==> src/sv/ugbu_pkg.sv <==
package ugbu_pkg;

  // Store sizes: fixed by the 8-bit particle and cell fields
  localparam int MAX_PARTICLES = 256;
  localparam int MAX_CELLS     = 256;

  // Field widths
  localparam int PIDX_W  = 8;   // particle number
  localparam int CELL_W  = 8;   // cell index
  localparam int SLOT_W  = 8;   // slot within a cell list
  localparam int CNT_W   = 9;   // member count, 0..MAX_PARTICLES
  localparam int POS_W   = 24;  // signed position
  localparam int FRAC_W  = 8;   // fraction bits of a position
  localparam int QUO_W   = POS_W - FRAC_W - 1;  // integer part of a non-negative position
  localparam int SIZE_W  = 16;  // cell edge length
  localparam int GRID_W  = 9;   // column / row count
  localparam int ERR_W   = 2;

  localparam int LIST_AW = CELL_W + SLOT_W;

  // Configuration port
  localparam int CFG_IDX_W  = 3;
  localparam int CFG_DATA_W = 16;

  localparam logic [CFG_IDX_W-1:0] CFG_COLUMN_COUNT  = 3'd0;
  localparam logic [CFG_IDX_W-1:0] CFG_ROW_COUNT     = 3'd1;
  localparam logic [CFG_IDX_W-1:0] CFG_CELL_SIZE     = 3'd2;
  localparam logic [CFG_IDX_W-1:0] CFG_CELL_CAPACITY = 3'd3;

  localparam logic [GRID_W-1:0] RST_COLUMN_COUNT  = 9'd16;
  localparam logic [GRID_W-1:0] RST_ROW_COUNT     = 9'd16;
  localparam logic [SIZE_W-1:0] RST_CELL_SIZE     = 16'd16;
  localparam logic [CNT_W-1:0]  RST_CELL_CAPACITY = 9'd256;

  // Actions
  localparam logic ACT_PLACE  = 1'b0;
  localparam logic ACT_UPDATE = 1'b1;

  // Error codes
  localparam logic [ERR_W-1:0] ERR_OK   = 2'd0;
  localparam logic [ERR_W-1:0] ERR_FULL = 2'd1;
  localparam logic [ERR_W-1:0] ERR_SLOT = 2'd2;

  // Per-particle record
  typedef struct packed {
    logic [CELL_W-1:0] cell_idx;
    logic [SLOT_W-1:0] slot;
  } part_entry_t;

  // Sequencer states
  typedef enum logic [8:0] {
    ST_IDLE    = 9'b000000001,
    ST_DIV     = 9'b000000010,
    ST_CLAMP   = 9'b000000100,
    ST_INDEX   = 9'b000001000,
    ST_RD_TGT  = 9'b000010000,
    ST_CHK_TGT = 9'b000100000,
    ST_CHK_OLD = 9'b001000000,
    ST_SWAP    = 9'b010000000,
    ST_APPEND  = 9'b100000000
  } state_t;

endpackage

==> src/sv/ugbu_div.sv <==
// Restoring divider, one quotient bit per cycle
module ugbu_div (
  input  logic                          clk,
  input  logic                          rst_n,
  input  logic                          start,
  input  logic [ugbu_pkg::QUO_W-1:0]    dividend,
  input  logic [ugbu_pkg::SIZE_W-1:0]   divisor,
  output logic [ugbu_pkg::QUO_W-1:0]    quotient,
  output logic                          done
);

  localparam int W = ugbu_pkg::QUO_W;
  localparam int D = ugbu_pkg::SIZE_W;
  localparam int CW = $clog2(W);
  localparam logic [CW-1:0] LAST = CW'(W - 1);

  logic          run_r;
  logic          done_r;
  logic [CW-1:0] cnt_r;
  logic [D-1:0]  rem_r;
  logic [W-1:0]  quo_r;   // dividend bits shift out, quotient bits shift in
  logic [D-1:0]  dsr_r;

  logic [D:0]    trial;
  logic          fits;
  logic [D-1:0]  rem_nxt;

  // Trial subtract
  always_comb begin
    trial   = {rem_r, quo_r[W-1]};
    fits    = (trial >= {1'b0, dsr_r});
    rem_nxt = fits ? D'(trial - {1'b0, dsr_r}) : trial[D-1:0];
  end

  // Control
  always_ff @(posedge clk) begin
    if (!rst_n) begin
      run_r  <= 1'b0;
      done_r <= 1'b0;
      cnt_r  <= '0;
    end else begin
      done_r <= 1'b0;
      if (start) begin
        run_r <= 1'b1;
        cnt_r <= '0;
      end else if (run_r) begin
        cnt_r <= cnt_r + 1'b1;
        if (cnt_r == LAST) begin
          run_r  <= 1'b0;
          done_r <= 1'b1;
        end
      end
    end
  end

  // Datapath
  always_ff @(posedge clk) begin
    if (start) begin
      rem_r <= '0;
      quo_r <= dividend;
      dsr_r <= divisor;
    end else if (run_r) begin
      rem_r <= rem_nxt;
      quo_r <= {quo_r[W-2:0], fits};
    end
  end

  assign quotient = quo_r;
  assign done     = done_r;

endmodule

==> config.mk <==
export PLATFORM = sky130hd
export DESIGN_NAME = ugbu_div
export DESIGN_NICKNAME = d
export VERILOG_FILES = /design/src/sv/ugbu_pkg.sv /design/src/sv/ugbu_div.sv
export SDC_FILE = /design/constraint.sdc
export NUM_CORES = 1
export LEC_CHECK = 0
export ABC_AREA = 1
export BUFFER_PORTS_ARGS = -buffer_cell sky130_fd_sc_hd__buf_2
export CORE_MARGIN = 10
export CORE_UTILIZATION = 35
export CTS_CLUSTER_DIAMETER = 50
export DETAILED_ROUTE_END_ITERATION = 8
export GPL_TIMING_DRIVEN = 0
export MAX_ROUTING_LAYER = met4
export PLACE_DENSITY = 0.56
export SLEW_MARGIN = 30
export SYNTH_ARGS = -nofsm -noshare
export SYNTH_HDL_FRONTEND = slang
export SYNTH_SLANG_ARGS = --single-unit
export TNS_END_PERCENT = 1
==> constraint.sdc <==
create_clock -name clk -period 1.95 [get_ports clk]
set_input_delay 0.195 -clock clk [delete_from_list [all_inputs] [get_ports clk]]
set_output_delay 0.195 -clock clk [all_outputs]
set_load 0.02 [all_outputs]
**Word level (Yosys, flattened, before mapping)**

Cells that the tools add are included.

- Add/subtract/negate cells: 2
- Order comparisons: 1
- Equal/unequal tests: 1
- Multiplexer cells: 7
- Bitwise logic cells: 2
- Reductions and logical operators: 3

Operators by type and width:

| kind | count |
|---|---|
| $mux W15 | 2 |
| $ge A17 B16 Y1 | 1 |
| $mux W16 | 1 |
| $sub A16 B16 Y16 | 1 |
| $add A4 B1 Y4 const B | 1 |
| $eq A4 B4 Y1 const B | 1 |
| $mux W1 | 4 |
| $reduce_or A3 Y1 | 1 |
| $not A1 Y1 | 2 |
| $reduce_bool A2 Y1 | 1 |
| $reduce_or A2 Y1 | 1 |

- Bits in registers: 53
- Input bits: 34
- Output and inout bits: 16
- Logic and storage cells: 22

**Longest topological paths before layout**

Gate-level depths: netlist (run 1).

- Depth in word-level cells: 4
- Mapped depth: 15
- Gate-level depth less buffers: 14

**Least setup slack after synthesis (run 1)**

No wires, ideal clock.

- Kind: register -> register
- From: reg quo_r[14], in the netlist quotient[14]
- To: reg rem_r[12]
- Library setup time: 112 ps
- Data arrival time: 1741 ps
- Data required time: 1838 ps
- Path slack: 97 ps
- Stages on the path, launching flop included: 12
- Buffers on the path: 0
- Clock period less this slack: 1853 ps
- Cells stage by stage: edfxtp_1 -> inv_1 -> ha_1 -> fa_1 -> inv_1 -> nand3_1 -> nand3_1 -> nand3_1 -> nand4_1 -> nand3_2 -> nand3_2 -> nand2_1

- Word-level cells in the longest chain between the ends: 2
- Elaborated cells on any way between the ends: 3
- Classes of those cells: add/sub: 1; order compare: 1; mux: 1

RTL lines:

| what | RTL line | source |
|---|---|---|
| start: declaration | ugbu_div.sv:21 | `logic [W-1:0] quo_r;` |
| start signal: assignment | ugbu_div.sv:60 | `quo_r <= dividend;` |
| start signal: assignment | ugbu_div.sv:64 | `quo_r <= {quo_r[W-2:0], fits};` |
| $sub A16 B16 Y16 or $ge A17 B16 Y1 (tied branches) | ugbu_div.sv:32, ugbu_div.sv:31 |  |
| $mux W16 * | ugbu_div.sv:32 | `rem_nxt = fits ? D'(trial - {1'b0, dsr_r}) : trial[D-1:0];` |
| end signal: assignment | ugbu_div.sv:63 | `rem_r <= rem_nxt;` |
| end: declaration | ugbu_div.sv:20 | `logic [D-1:0] rem_r;` |

Every way passes the cells marked *; elsewhere a longest branch is shown, timed or not.
A chain may end at the register's enable or synchronous reset.

**Worst setup path after layout (run 1)**

- From: reg dsr_r[9]
- To: reg rem_r[7]

- Word-level cells in the longest chain between the ends: 2

RTL lines:

| what | RTL line | source |
|---|---|---|
| start: declaration | ugbu_div.sv:22 | `logic [D-1:0] dsr_r;` |
| start signal: assignment | ugbu_div.sv:61 | `dsr_r <= divisor;` |
| $ge A17 B16 Y1 | ugbu_div.sv:31 | `fits = (trial >= {1'b0, dsr_r});` |
| $mux W16 | ugbu_div.sv:32 |  |

No other way between the ends.

==> results.toml, run 1 <==
[routing]
drt_wl_total_mm = 9.00
wl_per_cell_um = 14.0
ant_nets = 0
avgViaCountPerCell = 4.59
vias = 2939
drt_iter0_markers = 142
drc = 0
first_pass_iters = 4

[layout]
layout-area-overhead-vs-synth_pct = 27.2
drive_gt1_share_pct = 31.3
nets = 564
mostFrequentLayoutCells = "136 x nand2_1, 61 x inv_1, 52 x buf_2"
antennaDiodeCount = 0
fin_cells = 641
layout_commonest_cell = "nand2_1"

[sta]
rsz0062_at_grt = "yes"
maxSlewHeadroom_pct = 60.1
hold_violations = 0
max_freq_mhz = 519
setup_ws_ns = 0.0219
setup_viol = 0
drv_slew = 0
fin_crit_sh_pct = 98.9
setup_tns_ns = 0
min_period_ns = 1.93
finalClockSkew_ns = 0.00787
worst_slew_pin_slew_ns = 0.596

[place]
routabilityCongestion = 0.867
pre_cts_slack_ns = -0.0685
dp.cells = 617
dp_hpwl_mm = 6.34
io_buffers = 49

[power_and_ir_drop]
peakVddDrop_uv = 254
power_uw = 2410
p_per_area_mw_per_mm2 = 556
p_leak_uw = 0.00206

[worst_setup_path]
critPathMaxStageDelay_ns = 0.35
cp_data_arrival_time_ns = 2.13
path_max_fanout = 8
path_cells = "inv_2 > ha_4 > nand2_4 > nor2_4 > inv_2 > nor3_4 > nand2_8 > nand2_8 > clkbuf_16 > nand2_2 > nand3_2 > o21ai_2"
reg2reg_depth = 12
start_kind = "register"
end_kind = "register"
reg2reg_from = "dsr_r[9]$_DFFE_PP_"
path_class = "register to register"
slowest_stage = "edfxtp_1"
r2r-end = "rem_r[7]$_SDFFE_PP0P_"
required_ns = 2.16
startpoint = "dsr_r[9]$_DFFE_PP_"
ff2ff_setup_slack_ns = 0.02
critPathCapture = "rem_r[7]$_SDFFE_PP0P_"

[global_route]
grt_max_degree = 24
top_usage_layer = "met2"
grt_pass1_vias = 2817
grt.overflow.total = 0
grt_pass1_wl_mm = 13.7
antenna_found_initial = 0
met1_usage_pct = 14.6
grt_util_met2_pct = 20.0
grtUsageTotal_pct = 12.0
met3_usage_pct = 1.86

[job]
maxCapViolCount = 0

[hold_path]
hp-class = "primary input to register"

[floorplan]
die_width_um = 119
start_util_pct = 36.4
dieArea_mm2 = 0.0141
die_y_um = 119
io-pin-count = 50
rows = 35
core_area_mm2 = 0.00937

[clocking]
cts.clk_slew.worst_paths_ns = 0.11
clock-root-buffer = "clkbuf_8"
clockBufferDepth = 2
tritoncts = "built"
cts_made_buffers = 5
hold_buffers = 0
htreeDepth = 2
worstSkewPairLatency_ns = 0.32
clock-sinks = 53

[logic_synthesis]
synth_top_area_share_pct = 27.3
yosys_warnings = 0
synth_fp_nets = 492
synthTopCellsByArea = "edfxtp_1 27%, nand2_1 16%, dfxtp_1 13%"
ys_types = 40
syn_inst = 439
seq_area_frac_synth_pct = 40.2
ys_ff_latch = 53
yosysTopAreaCell = "edfxtp_1"
avgSynthCellArea_um2 = 7.76
synth_area_mm2 = 0.00341

[status]
status = "complete, no violations"
## worst max-delay path, delay by kind of cell, from the launching register on
family | cells | cell delay [ns]
compound gates | 1 | 0.05
flops | 1 | 0.35
fa+ha+maj | 1 | 0.30
buf+inv | 3 | 0.27
simple gates | 7 | 0.83
## worst min-delay path by stage
stage                startpoint                   to  cells after the start
finish              divisor[12]  dsr_r[12]$_DFFE_PP_                      1
global route         divisor[8]   dsr_r[8]$_DFFE_PP_                      1
CTS                 divisor[12]  dsr_r[12]$_DFFE_PP_                      1
detailed placement   divisor[7]   dsr_r[7]$_DFFE_PP_                      1
global placement    divisor[10]  dsr_r[10]$_DFFE_PP_                      1
floorplan            divisor[0]   dsr_r[0]$_DFFE_PP_                      0
## cell type report
| type | instances | area (um^2) |
|---|---|---|
| Sequential cell | 53 | 1370 |
| Buffer | 9 | 82.6 |
| Tap cell | 129 | 161 |
| Timing Repair Buffer | 65 | 413 |
| Clock inverter | 2 | 15.0 |
| Multi-Input combinational cell | 301 | 1930 |
| Fill cell | 981 | 5040 |
| Clock buffer | 6 | 72.6 |
| Inverter | 76 | 285 |
## cells by family (layout without fill, tap and decap cells)
family	Yosys count	count (layout)	synth area share, %
AO/OA/AOI/OAI	24	24	4.22
XOR/XNOR	7	7	1.80
adder cells (fa/ha/maj)	19	19	7.20
buffers and inverters	85	158	10.6
flip-flops	53	53	40.2
AND/OR/NAND/NOR	251	251	36.0
## state kept, by name, indices dropped and copies added (netlist names)
name / count
quotient: 15
rem_r: 16
dsr_r: 16
run_r: 1
done: 1
cnt_r: 4
## Yosys cell counts
library cell / instances
nand2_2: 12
dfxtp_1: 22
o211a_1: 1
nor2_4: 4
nor2_2: 2
clkbuf_1: 1
a21o_1: 2
o21bai_1: 1
o21ai_2: 1
nand4_1: 4
ha_1: 18
nor3_1: 3
o21ai_1: 3
nand3_2: 17
nor2_1: 16
buf_12: 1
a211oi_1: 1
nand3_1: 37
edfxtp_1: 31
a31oi_1: 1
nor3_4: 1
buf_6: 2
and2_1: 1
nand2_4: 2
inv_1: 69
buf_2: 2
xor2_1: 2
a21oi_1: 10
fa_1: 1
nand3b_1: 4
nand2_1: 146
inv_2: 6
xnor2_1: 5
o21ai_0: 3
or2_0: 1
nor3b_1: 1
buf_4: 2
a21oi_2: 1
buf_1: 1
clkinv_1: 1
## through the flow
step | instance area [um^2] | hold slack, ns | util [%]
after floorplan | 3410 | 0.294 | -
after global placement | 3810 | 0.371 | 40.7
after detailed placement | 3810 | 0.373 | 40.7
after CTS | 3960 | 0.0301 | 42.2
after global routing | 4330 | 0.0294 | 46.2
final | 4330 | 0.0416 | 46.2
## power breakdown
group          leakage [uW]  switching [uW]  internal (uW)
Clock             0.0000374             404            254
Sequential         0.000488            28.9           1260
Combinational       0.00153             288            175
Total               0.00206             721           1690
## routing by layer
layer  vias up  wire, um
met3         6       198
met2        32      4720
met4         0        89
met5         -         0
li1       1535         -
met1      1366      3990
## what timing repair did
action / CTS / global route
setup endpoints to repair: 13 / 17
buffers inserted: 3 / 10
gates resized for setup: 6 / 54
pin swaps: 1 / 16
cloned: 0 / 3
No activity file was read; power rests on OpenSTA's default activity.
==> run 2: changes to the inputs <==
==> constraint.sdc (replaced) <==
create_clock -name clk -period 2.15 [get_ports clk]
set_input_delay 0.215 -clock clk [delete_from_list [all_inputs] [get_ports clk]]
set_output_delay 0.215 -clock clk [all_outputs]
set_load 0.02 [all_outputs]
==> results.toml, run 2 (synthesized netlist as in run 1, its figures left out) <==
[worst_setup_path]
start_kind = "register"
critPathBufInv = 3
path_class = "register to register"
path_max_fanout = 10
end_kind = "register"
reg2reg_from = "dsr_r[9]$_DFFE_PP_"
critPathMaxStageDelay_ns = 0.40
slowest_stage = "ha_1"
cp_data_arrival_time_ns = 2.20
path_cells = "inv_1 > ha_1 > nand2_2 > nor2_2 > inv_1 > nor3_4 > nand2_4 > nand2_4 > buf_12 > nand3_2 > nand3_2 > nand2_1"
path_delay_family = "simple AND/OR/NAND/NOR gates"
startpoint = "dsr_r[9]$_DFFE_PP_"
required_ns = 2.37

[sta]
max_freq_mhz = 505
hold_violations = 0
min_period_ns = 1.98
hold_ws_ns = 0.0638
setup_tns_ns = 0
worst_slew_pin_slew_ns = 0.605
drv_slew = 0
rsz0062_at_grt = "no"
maxSlewHeadroom_pct = 59.5
fin_crit_sh_pct = 92.1
finalClockSkew_ns = 0.00898
setup_viol = 0

[power_and_ir_drop]
p_clk_share_pct = 27.8
internal-power_uw = 1500
swShare_pct = 29.3
power_frac_comb_pct = 17.1
seq_power_share_pct = 55.1
peakVddDrop_uv = 239
power.switching_uw = 621
p_per_area_mw_per_mm2 = 541
p_leak_uw = 0.00198

[routing]
ant_nets = 0
wl_per_cell_um = 12.9
first_pass_iters = 4
vias = 2846
drt_iter0_markers = 140
drt_wl_total_mm = 8.06
avgViaCountPerCell = 4.55
drc = 0

[layout]
antennaDiodeCount = 0
ff_latch_area_mm2 = 0.00137
nets = 548
drive_gt1_share_pct = 22.2
fillers = 1023
mostFrequentLayoutCells = "146 x nand2_1, 69 x inv_1, 51 x buf_2"
multi_input_area_mm2 = 0.00169
layout_commonest_cell = "nand2_1"
layout-area-overhead-vs-synth_pct = 14.9

[clocking]
clock-sinks = 53
clock-root-buffer = "clkbuf_8"
worstSkewPairLatency_ns = 0.32
tritoncts = "built"
cts_setup_buffers = 0
cts_made_buffers = 5
clockBufferDepth = 2
cts.clk_slew.worst_paths_ns = 0.10
htreeDepth = 2

[hold_path]
hold_path_startpoint = "divisor[12]"
hp-class = "primary input to register"

[floorplan]
die_width_um = 119
start_util_pct = 36.4
die_y_um = 119
core_area_mm2 = 0.00937
dieArea_mm2 = 0.0141
rows = 35
io-pin-count = 50

[global_route]
grt_pass1_wl_mm = 13.5
grt.overflow.total = 0
grt_max_degree = 24
grt_pass1_vias = 2779
grtUsageTotal_pct = 11.8
antenna_found_initial = 0

[job]
maxCapViolCount = 0

[place]
dp_hpwl_mm = 6.34
routabilityCongestion = 0.867
io_buffers = 49

[status]
status = "complete, no violations"
==> run 2: cell types whose count changed in the layout (fill, tap and decap cells not counted), sizes merged <==
cell	before	now
buf	71	57
clkbuf	9	7
==> run 2: final cells by class <==
class | instances | share of cell area (%)
plain buffers | 9 | 1.92
clock buffers | 6 | 1.85
clock inverters | 2 | 0.384
inverters | 76 | 7.29
multi-input cells | 301 | 43.1
flip-flops and latches | 53 | 35.0
well taps | 129 | 4.12
repair buffers | 49 | 6.27
==> run 2: power by group through the flow <==
stage,logic (uW),clock network (uW),registers [uW]
after floorplan,208,0,1220
after global placement,362,0,1190
after detailed placement,367,0,1190
after CTS,369,619,1170
after global routing,412,656,1180
final,363,589,1170
==> run 2: final timing paths <==
| check | end | slack, ns | depth (start not counted) |
|---|---|---|---|
| setup reg to reg | rem_r[9]$_SDFFE_PP0P_ | 0.17 | 12 |
| setup / recovery | rem_r[9]$_SDFFE_PP0P_ | 0.17 | 12 |
| hold / removal | dsr_r[12]$_DFFE_PP_ | 0.06 | 1 |
| hold reg to reg | rem_r[15]$_SDFFE_PP0P_ | 0.48 | 2 |
==> run 2: layer usage <==
metal	global-route usage, %	up-vias	share of wire, %
met5	-	-	0
met4	3.21	0	0.76
met3	1.86	4	2.8
met2	19.7	39	52
met1	14.5	1304	45
li1	-	1499	-
==> run 2: per-stage QoR <==
stage	utilization (%)	setup WS, ns	instance area (um^2)	instances	total power, uW
5_1_grt	41.8	0.0167	3910	625	2240
3_5_place_dp	40.7	0.112	3810	617	1560
6_report	41.8	0.170	3910	625	2120
2_1_floorplan	-	0.297	3410	439	1430
4_1_cts	41.6	0.139	3900	625	2160
3_3_place_gp	40.7	0.106	3810	617	1550
==> run 2: what timing repair did <==
item                       CTS  global route
setup endpoints to repair    0             5
hold buffers                 0             0
resized for setup            0             2
